--- src/rtl/core/mndtf_pkg.sv ---
package mndtf_pkg;

  localparam int NOTE_COUNT = 128;
  localparam int NOTE_W     = $clog2(NOTE_COUNT);
  localparam int CFG_IDX_W  = 1;
  localparam int CFG_DATA_W = 8;

  localparam logic [3:0] MSG_NOTE_OFF = 4'h8;
  localparam logic [3:0] MSG_NOTE_ON  = 4'h9;
  localparam logic [3:0] MSG_CTRL     = 4'hB;

  localparam logic [6:0] CC_SUSTAIN        = 7'd64;
  localparam logic [6:0] CC_ALL_NOTES_OFF  = 7'd123;

  localparam logic [CFG_IDX_W-1:0] REG_TRANSPOSE    = 1'b0;
  localparam logic [CFG_IDX_W-1:0] REG_VELOCITY_CAP = 1'b1;

  localparam logic signed [7:0] TRANSPOSE_RESET    = 8'sd12;
  localparam logic [6:0]        VELOCITY_CAP_RESET = 7'd83;

  localparam logic [3:0]  VEL_MUL     = 4'd13;
  localparam logic [11:0] VEL_RECIP20 = 12'd3277;
  localparam int          VEL_SHIFT   = 16;

  typedef struct packed {
    logic       kind;
    logic [7:0] status;
    logic [6:0] data1;
    logic [6:0] data2;
  } item_t;

  typedef struct packed {
    logic [7:0] status;
    logic [6:0] data1;
    logic [6:0] data2;
    logic       pedal_down;
  } result_t;

  typedef struct packed {
    logic signed [7:0] transpose;
    logic [6:0]        velocity_cap;
  } cfg_t;

  // floor(v * 13 / 20) via a fixed-point reciprocal of 20; exact for v below 128.
  function automatic logic [6:0] scale_velocity(input logic [6:0] v);
    logic [10:0] prod;
    logic [22:0] quot;
    prod = 11'(v) * 11'(VEL_MUL);
    quot = 23'(prod) * 23'(VEL_RECIP20);
    return quot[VEL_SHIFT +: 7];
  endfunction

endpackage

--- src/rtl/core/mndtf_ifs.sv ---
interface mndtf_in_if;
  logic       valid;
  logic       ready;
  logic       kind;
  logic [7:0] in_status;
  logic [6:0] in_data1;
  logic [6:0] in_data2;

  modport source (output valid, kind, in_status, in_data1, in_data2, input ready);
  modport sink   (input valid, kind, in_status, in_data1, in_data2, output ready);
endinterface

interface mndtf_out_if;
  logic       valid;
  logic       ready;
  logic [7:0] out_status;
  logic [6:0] out_data1;
  logic [6:0] out_data2;
  logic       pedal_down;

  modport source (output valid, out_status, out_data1, out_data2, pedal_down, input ready);
  modport sink   (input valid, out_status, out_data1, out_data2, pedal_down, output ready);
endinterface

interface mndtf_cfg_if;
  logic                          valid;
  logic                          ready;
  logic [mndtf_pkg::CFG_IDX_W-1:0]  index;
  logic [mndtf_pkg::CFG_DATA_W-1:0] data;

  modport source (output valid, index, data, input ready);
  modport sink   (input valid, index, data, output ready);
endinterface

--- src/rtl/core/mndtf_cfg_regs.sv ---
module mndtf_cfg_regs (
  input  logic                             clk,
  input  logic                             rst,
  input  logic                             wr_en,
  input  logic [mndtf_pkg::CFG_IDX_W-1:0]  wr_index,
  input  logic [mndtf_pkg::CFG_DATA_W-1:0] wr_data,
  output mndtf_pkg::cfg_t                  cfg
);
  import mndtf_pkg::*;

  always_ff @(posedge clk) begin
    if (rst) begin
      cfg.transpose    <= TRANSPOSE_RESET;
      cfg.velocity_cap <= VELOCITY_CAP_RESET;
    end else if (wr_en) begin
      unique case (wr_index)
        REG_TRANSPOSE:    cfg.transpose    <= signed'(wr_data);
        REG_VELOCITY_CAP: cfg.velocity_cap <= wr_data[6:0];
        default: ;
      endcase
    end
  end

endmodule

--- src/rtl/core/mndtf_in_stage.sv ---
module mndtf_in_stage (
  input  logic             clk,
  input  logic             rst,
  input  logic             in_valid,
  output logic             in_ready,
  input  mndtf_pkg::item_t in_item,
  input  logic             advance,
  output logic             item_valid,
  output mndtf_pkg::item_t item
);
  import mndtf_pkg::*;

  logic item_valid_next;
  logic load;

  assign in_ready = !item_valid || advance;
  assign load     = in_valid && in_ready;

  always_comb begin
    if (load) begin
      item_valid_next = 1'b1;
    end else if (advance) begin
      item_valid_next = 1'b0;
    end else begin
      item_valid_next = item_valid;
    end
  end

  always_ff @(posedge clk) begin
    if (rst) begin
      item_valid <= 1'b0;
    end else begin
      item_valid <= item_valid_next;
    end
  end

  always_ff @(posedge clk) begin
    if (load) begin
      item <= in_item;
    end
  end

endmodule

--- src/rtl/core/mndtf_note_engine.sv ---
module mndtf_note_engine (
  input  logic               clk,
  input  logic               rst,
  input  mndtf_pkg::cfg_t    cfg,
  input  mndtf_pkg::item_t   item,
  input  logic               commit,
  output logic               emit,
  output mndtf_pkg::result_t result
);
  import mndtf_pkg::*;

  logic [NOTE_COUNT-1:0] held_map;
  logic [NOTE_COUNT-1:0] held_map_next;
  logic                  pedal_flag;
  logic                  pedal_flag_next;

  logic [3:0]        msg_type;
  logic signed [8:0] note;
  logic              in_range;
  logic [NOTE_W-1:0] idx;
  logic              held;
  logic              is_note;
  logic              is_on;
  logic [6:0]        scaled;
  logic [6:0]        vel;

  assign msg_type = item.status[7:4];
  assign note     = signed'({2'b00, item.data1}) + 9'(cfg.transpose);
  assign in_range = (note[8:7] == 2'b00);
  assign idx      = note[NOTE_W-1:0];
  assign held     = held_map[idx];
  assign is_note  = (msg_type == MSG_NOTE_ON) || (msg_type == MSG_NOTE_OFF);
  assign is_on    = (msg_type == MSG_NOTE_ON) && (item.data2 != 7'd0);
  assign scaled   = scale_velocity(item.data2);

  always_comb begin
    vel = scaled;
    if (vel > cfg.velocity_cap) begin
      vel = cfg.velocity_cap;
    end
    if (vel == 7'd0) begin
      vel = 7'd1;
    end
  end

  always_comb begin
    held_map_next   = held_map;
    pedal_flag_next = pedal_flag;
    emit            = 1'b0;
    result          = '{status: item.status, data1: item.data1, data2: item.data2,
                        pedal_down: pedal_flag};
    if (item.kind) begin
      held_map_next = '0;
    end else if (msg_type == MSG_CTRL) begin
      emit = 1'b1;
      if (item.data1 == CC_SUSTAIN) begin
        pedal_flag_next = item.data2[6];
      end else if (item.data1 == CC_ALL_NOTES_OFF) begin
        held_map_next = '0;
      end
      result.pedal_down = pedal_flag_next;
    end else if (!is_note) begin
      emit = 1'b1;
    end else if (in_range) begin
      if (is_on) begin
        if (!held) begin
          emit               = 1'b1;
          held_map_next[idx] = 1'b1;
          result.data1       = idx;
          result.data2       = vel;
        end
      end else if (held) begin
        emit               = 1'b1;
        held_map_next[idx] = 1'b0;
        result.status      = {MSG_NOTE_OFF, item.status[3:0]};
        result.data1       = idx;
      end
    end
  end

  always_ff @(posedge clk) begin
    if (rst) begin
      held_map   <= '0;
      pedal_flag <= 1'b0;
    end else if (commit) begin
      held_map   <= held_map_next;
      pedal_flag <= pedal_flag_next;
    end
  end

endmodule

--- src/rtl/core/mndtf_out_stage.sv ---
module mndtf_out_stage (
  input  logic               clk,
  input  logic               rst,
  input  logic               load,
  input  mndtf_pkg::result_t load_result,
  output logic               busy,
  output logic               out_valid,
  input  logic               out_ready,
  output mndtf_pkg::result_t result
);
  import mndtf_pkg::*;

  logic out_valid_next;

  assign busy = out_valid && !out_ready;

  always_comb begin
    if (load) begin
      out_valid_next = 1'b1;
    end else if (out_ready) begin
      out_valid_next = 1'b0;
    end else begin
      out_valid_next = out_valid;
    end
  end

  always_ff @(posedge clk) begin
    if (rst) begin
      out_valid <= 1'b0;
    end else begin
      out_valid <= out_valid_next;
    end
  end

  always_ff @(posedge clk) begin
    if (load) begin
      result <= load_result;
    end
  end

endmodule

--- src/rtl/core/midi_note_dedup_transpose_filter_top.sv ---
// Channel  Direction  Carries
// midi     in         kind, in_status, in_data1, in_data2
// result   out        out_status, out_data1, out_data2, pedal_down
// cfg      in         index, data (0 = transpose, 1 = velocity_cap)
//
// One beat is accepted per cycle while the input register is empty or its item advances.
// The held-note map is read between input and output registers and written as items advance.
// An output register full and not drained stalls only items that emit; others pass through.
// Synchronous reset clears the map and pedal flag at once and loads the default registers.
module midi_note_dedup_transpose_filter_top (
  input logic         clk,
  input logic         rst,
  mndtf_in_if.sink    midi,
  mndtf_out_if.source result,
  mndtf_cfg_if.sink   cfg
);
  import mndtf_pkg::*;

  cfg_t    cfg_q;
  item_t   in_item;
  item_t   item;
  logic    item_valid;
  logic    emit;
  logic    busy;
  logic    go;
  result_t eng_result;
  result_t out_result;

  assign cfg.ready = 1'b1;
  assign in_item   = '{kind: midi.kind, status: midi.in_status, data1: midi.in_data1,
                       data2: midi.in_data2};
  assign go        = item_valid && !(emit && busy);

  mndtf_cfg_regs u_cfg (
    .clk      (clk),
    .rst      (rst),
    .wr_en    (cfg.valid && cfg.ready),
    .wr_index (cfg.index),
    .wr_data  (cfg.data),
    .cfg      (cfg_q)
  );

  mndtf_in_stage u_in (
    .clk        (clk),
    .rst        (rst),
    .in_valid   (midi.valid),
    .in_ready   (midi.ready),
    .in_item    (in_item),
    .advance    (go),
    .item_valid (item_valid),
    .item       (item)
  );

  mndtf_note_engine u_engine (
    .clk    (clk),
    .rst    (rst),
    .cfg    (cfg_q),
    .item   (item),
    .commit (go),
    .emit   (emit),
    .result (eng_result)
  );

  mndtf_out_stage u_out (
    .clk         (clk),
    .rst         (rst),
    .load        (go && emit),
    .load_result (eng_result),
    .busy        (busy),
    .out_valid   (result.valid),
    .out_ready   (result.ready),
    .result      (out_result)
  );

  assign result.out_status = out_result.status;
  assign result.out_data1  = out_result.data1;
  assign result.out_data2  = out_result.data2;
  assign result.pedal_down = out_result.pedal_down;

  a_note_on_velocity_nonzero: assert property (@(posedge clk) disable iff (rst)
    result.valid && (result.out_status[7:4] == MSG_NOTE_ON) |-> result.out_data2 != 7'd0)
    else $error("note-on result with zero velocity");

  a_note_on_velocity_capped: assert property (@(posedge clk) disable iff (rst)
    result.valid && (result.out_status[7:4] == MSG_NOTE_ON)
      |-> (result.out_data2 <= cfg_q.velocity_cap) || (result.out_data2 == 7'd1))
    else $error("note-on velocity above cap");

  a_stall_blocks_input: assert property (@(posedge clk) disable iff (rst)
    item_valid && emit && busy |-> !midi.ready)
    else $error("input accepted while pending result is blocked");

  a_stalled_item_kept: assert property (@(posedge clk) disable iff (rst)
    item_valid && !go |=> item_valid && $stable(item))
    else $error("stalled item lost or changed");

endmodule
--- src/flat_wrapper.sv ---
// flat-port wrapper written by rule: the top's interface ports become plain ports
module midi_note_dedup_transpose_filter_top_flat import mndtf_pkg::*;
  (clk, rst, midi_valid, midi_kind, midi_in_status, midi_in_data1, midi_in_data2, midi_ready, result_valid, result_out_status, result_out_data1, result_out_data2, result_pedal_down, result_ready, cfg_valid, cfg_index, cfg_data, cfg_ready);
  mndtf_in_if midi_i ();
  mndtf_out_if result_i ();
  mndtf_cfg_if cfg_i ();
  input logic clk;
  input logic rst;
  input wire logic [$bits(midi_i.valid)-1:0] midi_valid;
  input wire logic [$bits(midi_i.kind)-1:0] midi_kind;
  input wire logic [$bits(midi_i.in_status)-1:0] midi_in_status;
  input wire logic [$bits(midi_i.in_data1)-1:0] midi_in_data1;
  input wire logic [$bits(midi_i.in_data2)-1:0] midi_in_data2;
  output wire logic [$bits(midi_i.ready)-1:0] midi_ready;
  output wire logic [$bits(result_i.valid)-1:0] result_valid;
  output wire logic [$bits(result_i.out_status)-1:0] result_out_status;
  output wire logic [$bits(result_i.out_data1)-1:0] result_out_data1;
  output wire logic [$bits(result_i.out_data2)-1:0] result_out_data2;
  output wire logic [$bits(result_i.pedal_down)-1:0] result_pedal_down;
  input wire logic [$bits(result_i.ready)-1:0] result_ready;
  input wire logic [$bits(cfg_i.valid)-1:0] cfg_valid;
  input wire logic [$bits(cfg_i.index)-1:0] cfg_index;
  input wire logic [$bits(cfg_i.data)-1:0] cfg_data;
  output wire logic [$bits(cfg_i.ready)-1:0] cfg_ready;
  assign midi_i.valid = midi_valid;
  assign midi_i.kind = midi_kind;
  assign midi_i.in_status = midi_in_status;
  assign midi_i.in_data1 = midi_in_data1;
  assign midi_i.in_data2 = midi_in_data2;
  assign midi_ready = midi_i.ready;
  assign result_valid = result_i.valid;
  assign result_out_status = result_i.out_status;
  assign result_out_data1 = result_i.out_data1;
  assign result_out_data2 = result_i.out_data2;
  assign result_pedal_down = result_i.pedal_down;
  assign result_i.ready = result_ready;
  assign cfg_i.valid = cfg_valid;
  assign cfg_i.index = cfg_index;
  assign cfg_i.data = cfg_data;
  assign cfg_ready = cfg_i.ready;
  midi_note_dedup_transpose_filter_top u_core (.clk(clk), .rst(rst), .midi(midi_i), .result(result_i), .cfg(cfg_i));
endmodule
--- config.mk ---
export PLATFORM = sky130hd
export DESIGN_NAME = midi_note_dedup_transpose_filter_top_flat
export DESIGN_NICKNAME = d
export VERILOG_FILES = /design/src/rtl/core/mndtf_pkg.sv /design/src/rtl/core/mndtf_ifs.sv /design/src/rtl/core/mndtf_cfg_regs.sv /design/src/rtl/core/mndtf_in_stage.sv /design/src/rtl/core/mndtf_note_engine.sv /design/src/rtl/core/mndtf_out_stage.sv /design/src/rtl/core/midi_note_dedup_transpose_filter_top.sv /design/src/flat_wrapper.sv
export SDC_FILE = /design/constraint.sdc
export NUM_CORES = 1
export LEC_CHECK = 0
export BUFFER_PORTS_ARGS = -buffer_cell sky130_fd_sc_hd__buf_2
export CELL_PAD_IN_SITES_DETAIL_PLACEMENT = 0
export CELL_PAD_IN_SITES_GLOBAL_PLACEMENT = 2
export CORE_UTILIZATION = 35
export CTS_CLUSTER_DIAMETER = 120
export DETAILED_ROUTE_END_ITERATION = 8
export HOLD_SLACK_MARGIN = 0.03
export PLACE_DENSITY_LB_ADDON = 0.1
export SYNTH_ARGS = -nofsm -noshare
export SYNTH_HDL_FRONTEND = slang
export SYNTH_SLANG_ARGS = --single-unit
export TNS_END_PERCENT = 1
--- constraint.sdc ---
create_clock -name clk -period 8.9 [get_ports clk]
set_input_delay 1.78 -clock clk [delete_from_list [all_inputs] [get_ports clk]]
set_output_delay 1.78 -clock clk [all_outputs]
set_load 0.1 [all_outputs]
==> impl_metrics.csv <==
group,metric,value,unit
clocking,cts_tree,"built",
pwr,vdd_drop_max,0.000394,V
worst_setup_path,crit_arrival,8.79,ns
pwr,comb_power_share,71.8,%
pwr,powerDensity,426,nW/µm²
clocking,cts_hold_buf,0,
route,vias,10691,
worst_setup_path,r2r_start,"u_core.u_in.item[2]",
pwr,switching_share,46.5,%
die,core_area,35600,µm²
die,start_util,35.6,%
route,vias_per_cell,5.50,
worst_setup_path,r2r_cells,35,
grt,grt-ovfl-total,0,
worst_setup_path,start_kind,"flop",
timing,fmax,118,MHz
pwr,p_sw,0.00282,W
route,drcViolationCount,0,
cells_and_area,drive_gt1_share,14.1,%
place,postPlaceCellArea,13500,µm²
yosys,yosysWarnings,0,
cells_and_area,stdcell_count,1943,
worst_setup_path,crit_required,9.19,ns
grt,grt_pass1_vias,10528,
yosys,ys_types,75,
cells_and_area,ff_latch_area,4300,µm²
clocking,clockBufferDepth,2,
clocking,clk_latency,0.46,ns
min_path,holdPathStages,0,
clocking,cts_root_buf,"clkbuf_16",
grt,grt_usage,23.5,%
grt,antenna_found_initial,0,
cells_and_area,area_delta_synth_final,12.4,%
cells_and_area,design_area,14200,µm²
worst_setup_path,cp.depth,35,
min_path,min_path_type,"flop to flop",
worst_setup_path,crit_buf_inv,3,
worst_setup_path,crit_type,"flop to flop",
yosys,syn-num-nets,1611,
route,drt_iter0_drc,905,
clocking,path_clk_slew,0.07,ns
die,dieArea,36900,µm²
yosys,syn_inst,1438,
timing,finalSetupTns,0,ns
flow_run,cap_violations,0,
worst_setup_path,end_kind,"flop",
clocking,cts_max_level,4,
pwr,leakagePower,5.70,nW
pwr,clkPwrFrac,13.0,%
cells_and_area,antenna_cells,0,
yosys,synth-edff-count,46,
cells_and_area,multi_input_area,7750,µm²
cells_and_area,fillers,3702,
die,ios,63,
pwr,seqPwrFrac,15.2,%
route,wl_per_cell,21.8,µm
die,fp-row-count,69,
worst_setup_path,crit_top_cell,"fa_1",
worst_setup_path,startpoint,"u_core.u_in.item[2]",
worst_setup_path,max_stage_delay,0.58,ns
pwr,p_int,0.00324,W
worst_setup_path,cp_slowest_cell,"fa_1",
place,place_hpwl,27.0,mm
yosys,ys_seq_area_share,34.0,%
clocking,clkSinkCount,192,
route,firstDrtPassIters,7,
pwr,power,0.00606,W
cells_and_area,final_core_utilization,40.0,%
yosys,syn_avg_cell_area,8.80,µm²
place,portBuffers,61,
timing,hold_violations,0,
yosys,ys_ff_latch,192,
timing,setup_violations,0,
timing,relSlewSlack,20.5,%
min_path,hp-start,"u_core.u_in.item[17]",
yosys,ys.flop_type,"dfxtp_1",
yosys,synth_area,12700,µm²
worst_setup_path,cp_top_family,"adder cells",
timing,tightestPinTransition,1.19,ns
cells_and_area,final_common_cell,"o21ai_0",
die,die_x,192,µm
grt,grt_max_degree,83,
place,gp_congestion,0.824,
place,placedCellCount,1902,
timing,finClkSkew,0.0149,ns
status,status,"finished, final reports clean",
die,die_h,192,µm
route,routed_wirelength,42.3,mm
grt,grt_pass1_wl,64.8,mm
cells_and_area,final_nets,1642,
yosys,synth_async_sr_flop_share,0,%
cells_and_area,layout_common_cells,"o21ai_0, a21oi_1, dfxtp_1, nor2b_1, ha_1",
timing,fin_crit_sh,95.4,%
worst_setup_path,path_max_fanout,4,
route,antenna_left,0,
timing,min_period,8.49,ns
clocking,numCtsBuffers,17,
timing,finalMaxSlewViolations,0,
## sequential cells by signal (all words and copies together), names as in the netlist
signal / count
u_core.u_cfg.cfg: 15
u_core.u_engine.held_map: 128
u_core.u_engine.pedal_flag: 1
u_core.u_in.item: 23
u_core.u_in.item_valid: 1
u_core.u_out.out_valid: 1
u_core.u_out.result: 23
## final cells by class
class / count / area share [%]
Tap cell: 461 / 4.06
Timing Repair Buffer: 103 / 4.56
Inverter: 96 / 2.53
Clock buffer: 17 / 2.99
Multi-Input combinational cell: 1059 / 54.5
Sequential cell: 192 / 30.3
Clock inverter: 15 / 1.06
## layer usage
layer  track usage (%)  vias to the layer above  part of all wire, %
li1                  -                     5159                    -
met1              32.3                     5306                   48
met2              38.9                      191                   48
met3              2.48                       35                  2.8
met4              6.12                        0                  1.4
met5                 0                        -                    0
## stage by stage
stage	worst slack, ns	hold WS (ns)
after detailed placement	0.00671	0.405
after global placement	0.129	0.402
after floorplan	0.390	0.400
after CTS	0.0495	0.423
final	0.405	0.421
after global routing	-0.0724	0.435
## what timing repair did
action / 4_1_cts / 5_1_grt
buffers inserted: 0 / 9
setup endpoints to repair: 1 / 7
pin swaps: 0 / 11
gates resized for setup: 1 / 23
## power by group through the flow
stage | clock (W) | sequential (W) | combinational (W)
after floorplan | 0 | 0.000965 | 0.00286
after global placement | 0 | 0.000940 | 0.00389
final | 0.000789 | 0.000919 | 0.00435
after global routing | 0.000842 | 0.000921 | 0.00500
after CTS | 0.000806 | 0.000920 | 0.00393
after detailed placement | 0 | 0.000940 | 0.00388
## Yosys cell counts (5+ instances only)
cell / number / area share [%]
o21ai_0: 273 / 11
a21oi_1: 169 / 6.7
dfxtp_1: 146 / 23
nor2b_1: 133 / 6.6
ha_1: 101 / 10
inv_1: 96 / 2.8
clkbuf_1: 72 / 2.1
nand2_1: 69 / 2.0
edfxtp_1: 46 / 11
fa_1: 35 / 5.5
nor2_1: 28 / 0.83
nor3_1: 25 / 0.99
mux2i_1: 16 / 1.3
mux4_2: 16 / 2.8
or3_1: 13 / 0.64
xnor2_1: 12 / 0.83
mux2_2: 11 / 0.98
nand3_1: 10 / 0.40
buf_2: 9 / 0.36
nand2b_1: 9 / 0.44
o21ai_1: 9 / 0.36
xor2_1: 8 / 0.55
a211o_1: 7 / 0.48
and3_1: 7 / 0.35
mux2_4: 7 / 0.83
a21o_1: 6 / 0.36
a221oi_1: 6 / 0.42
o21a_1: 6 / 0.36
a211oi_1: 5 / 0.30
and2_1: 5 / 0.25
buf_6: 5 / 0.44
nand3b_1: 5 / 0.30
## final timing paths
check / endpoint / slack [ns]
min: u_core.u_out.result[18] / 0.42
max reg2reg: u_core.u_out.result[1] / 0.41
max: u_core.u_out.result[1] / 0.41
min reg2reg: u_core.u_out.result[18] / 0.42
## worst reg2reg max path: cells and delay by family (launching register included)
kind	cells	cell delay [ns]
flip-flops	1	0.45
XOR/XNOR	3	0.52
buffers and inverters	3	0.28
adder cells (fa/ha/maj)	9	3.72
AO/OA/AOI/OAI	14	2.30
AND/OR/NAND/NOR	6	1.10
## logic make-up after synthesis
logic type                 count (synthesis)  synth area share, %
buffers and inverters                    187                 5.96
and+or+nand+nor                          326                 14.1
adders and majority gates                136                 15.5
AOI/OAI and AO/OA                        525                 22.9
DFF                                      192                 34.0
other                                      1               0.0296
xor gates and xnor gates                  21                 1.51
muxes                                     50                 5.92
Power figures use the tool's default switching activity.
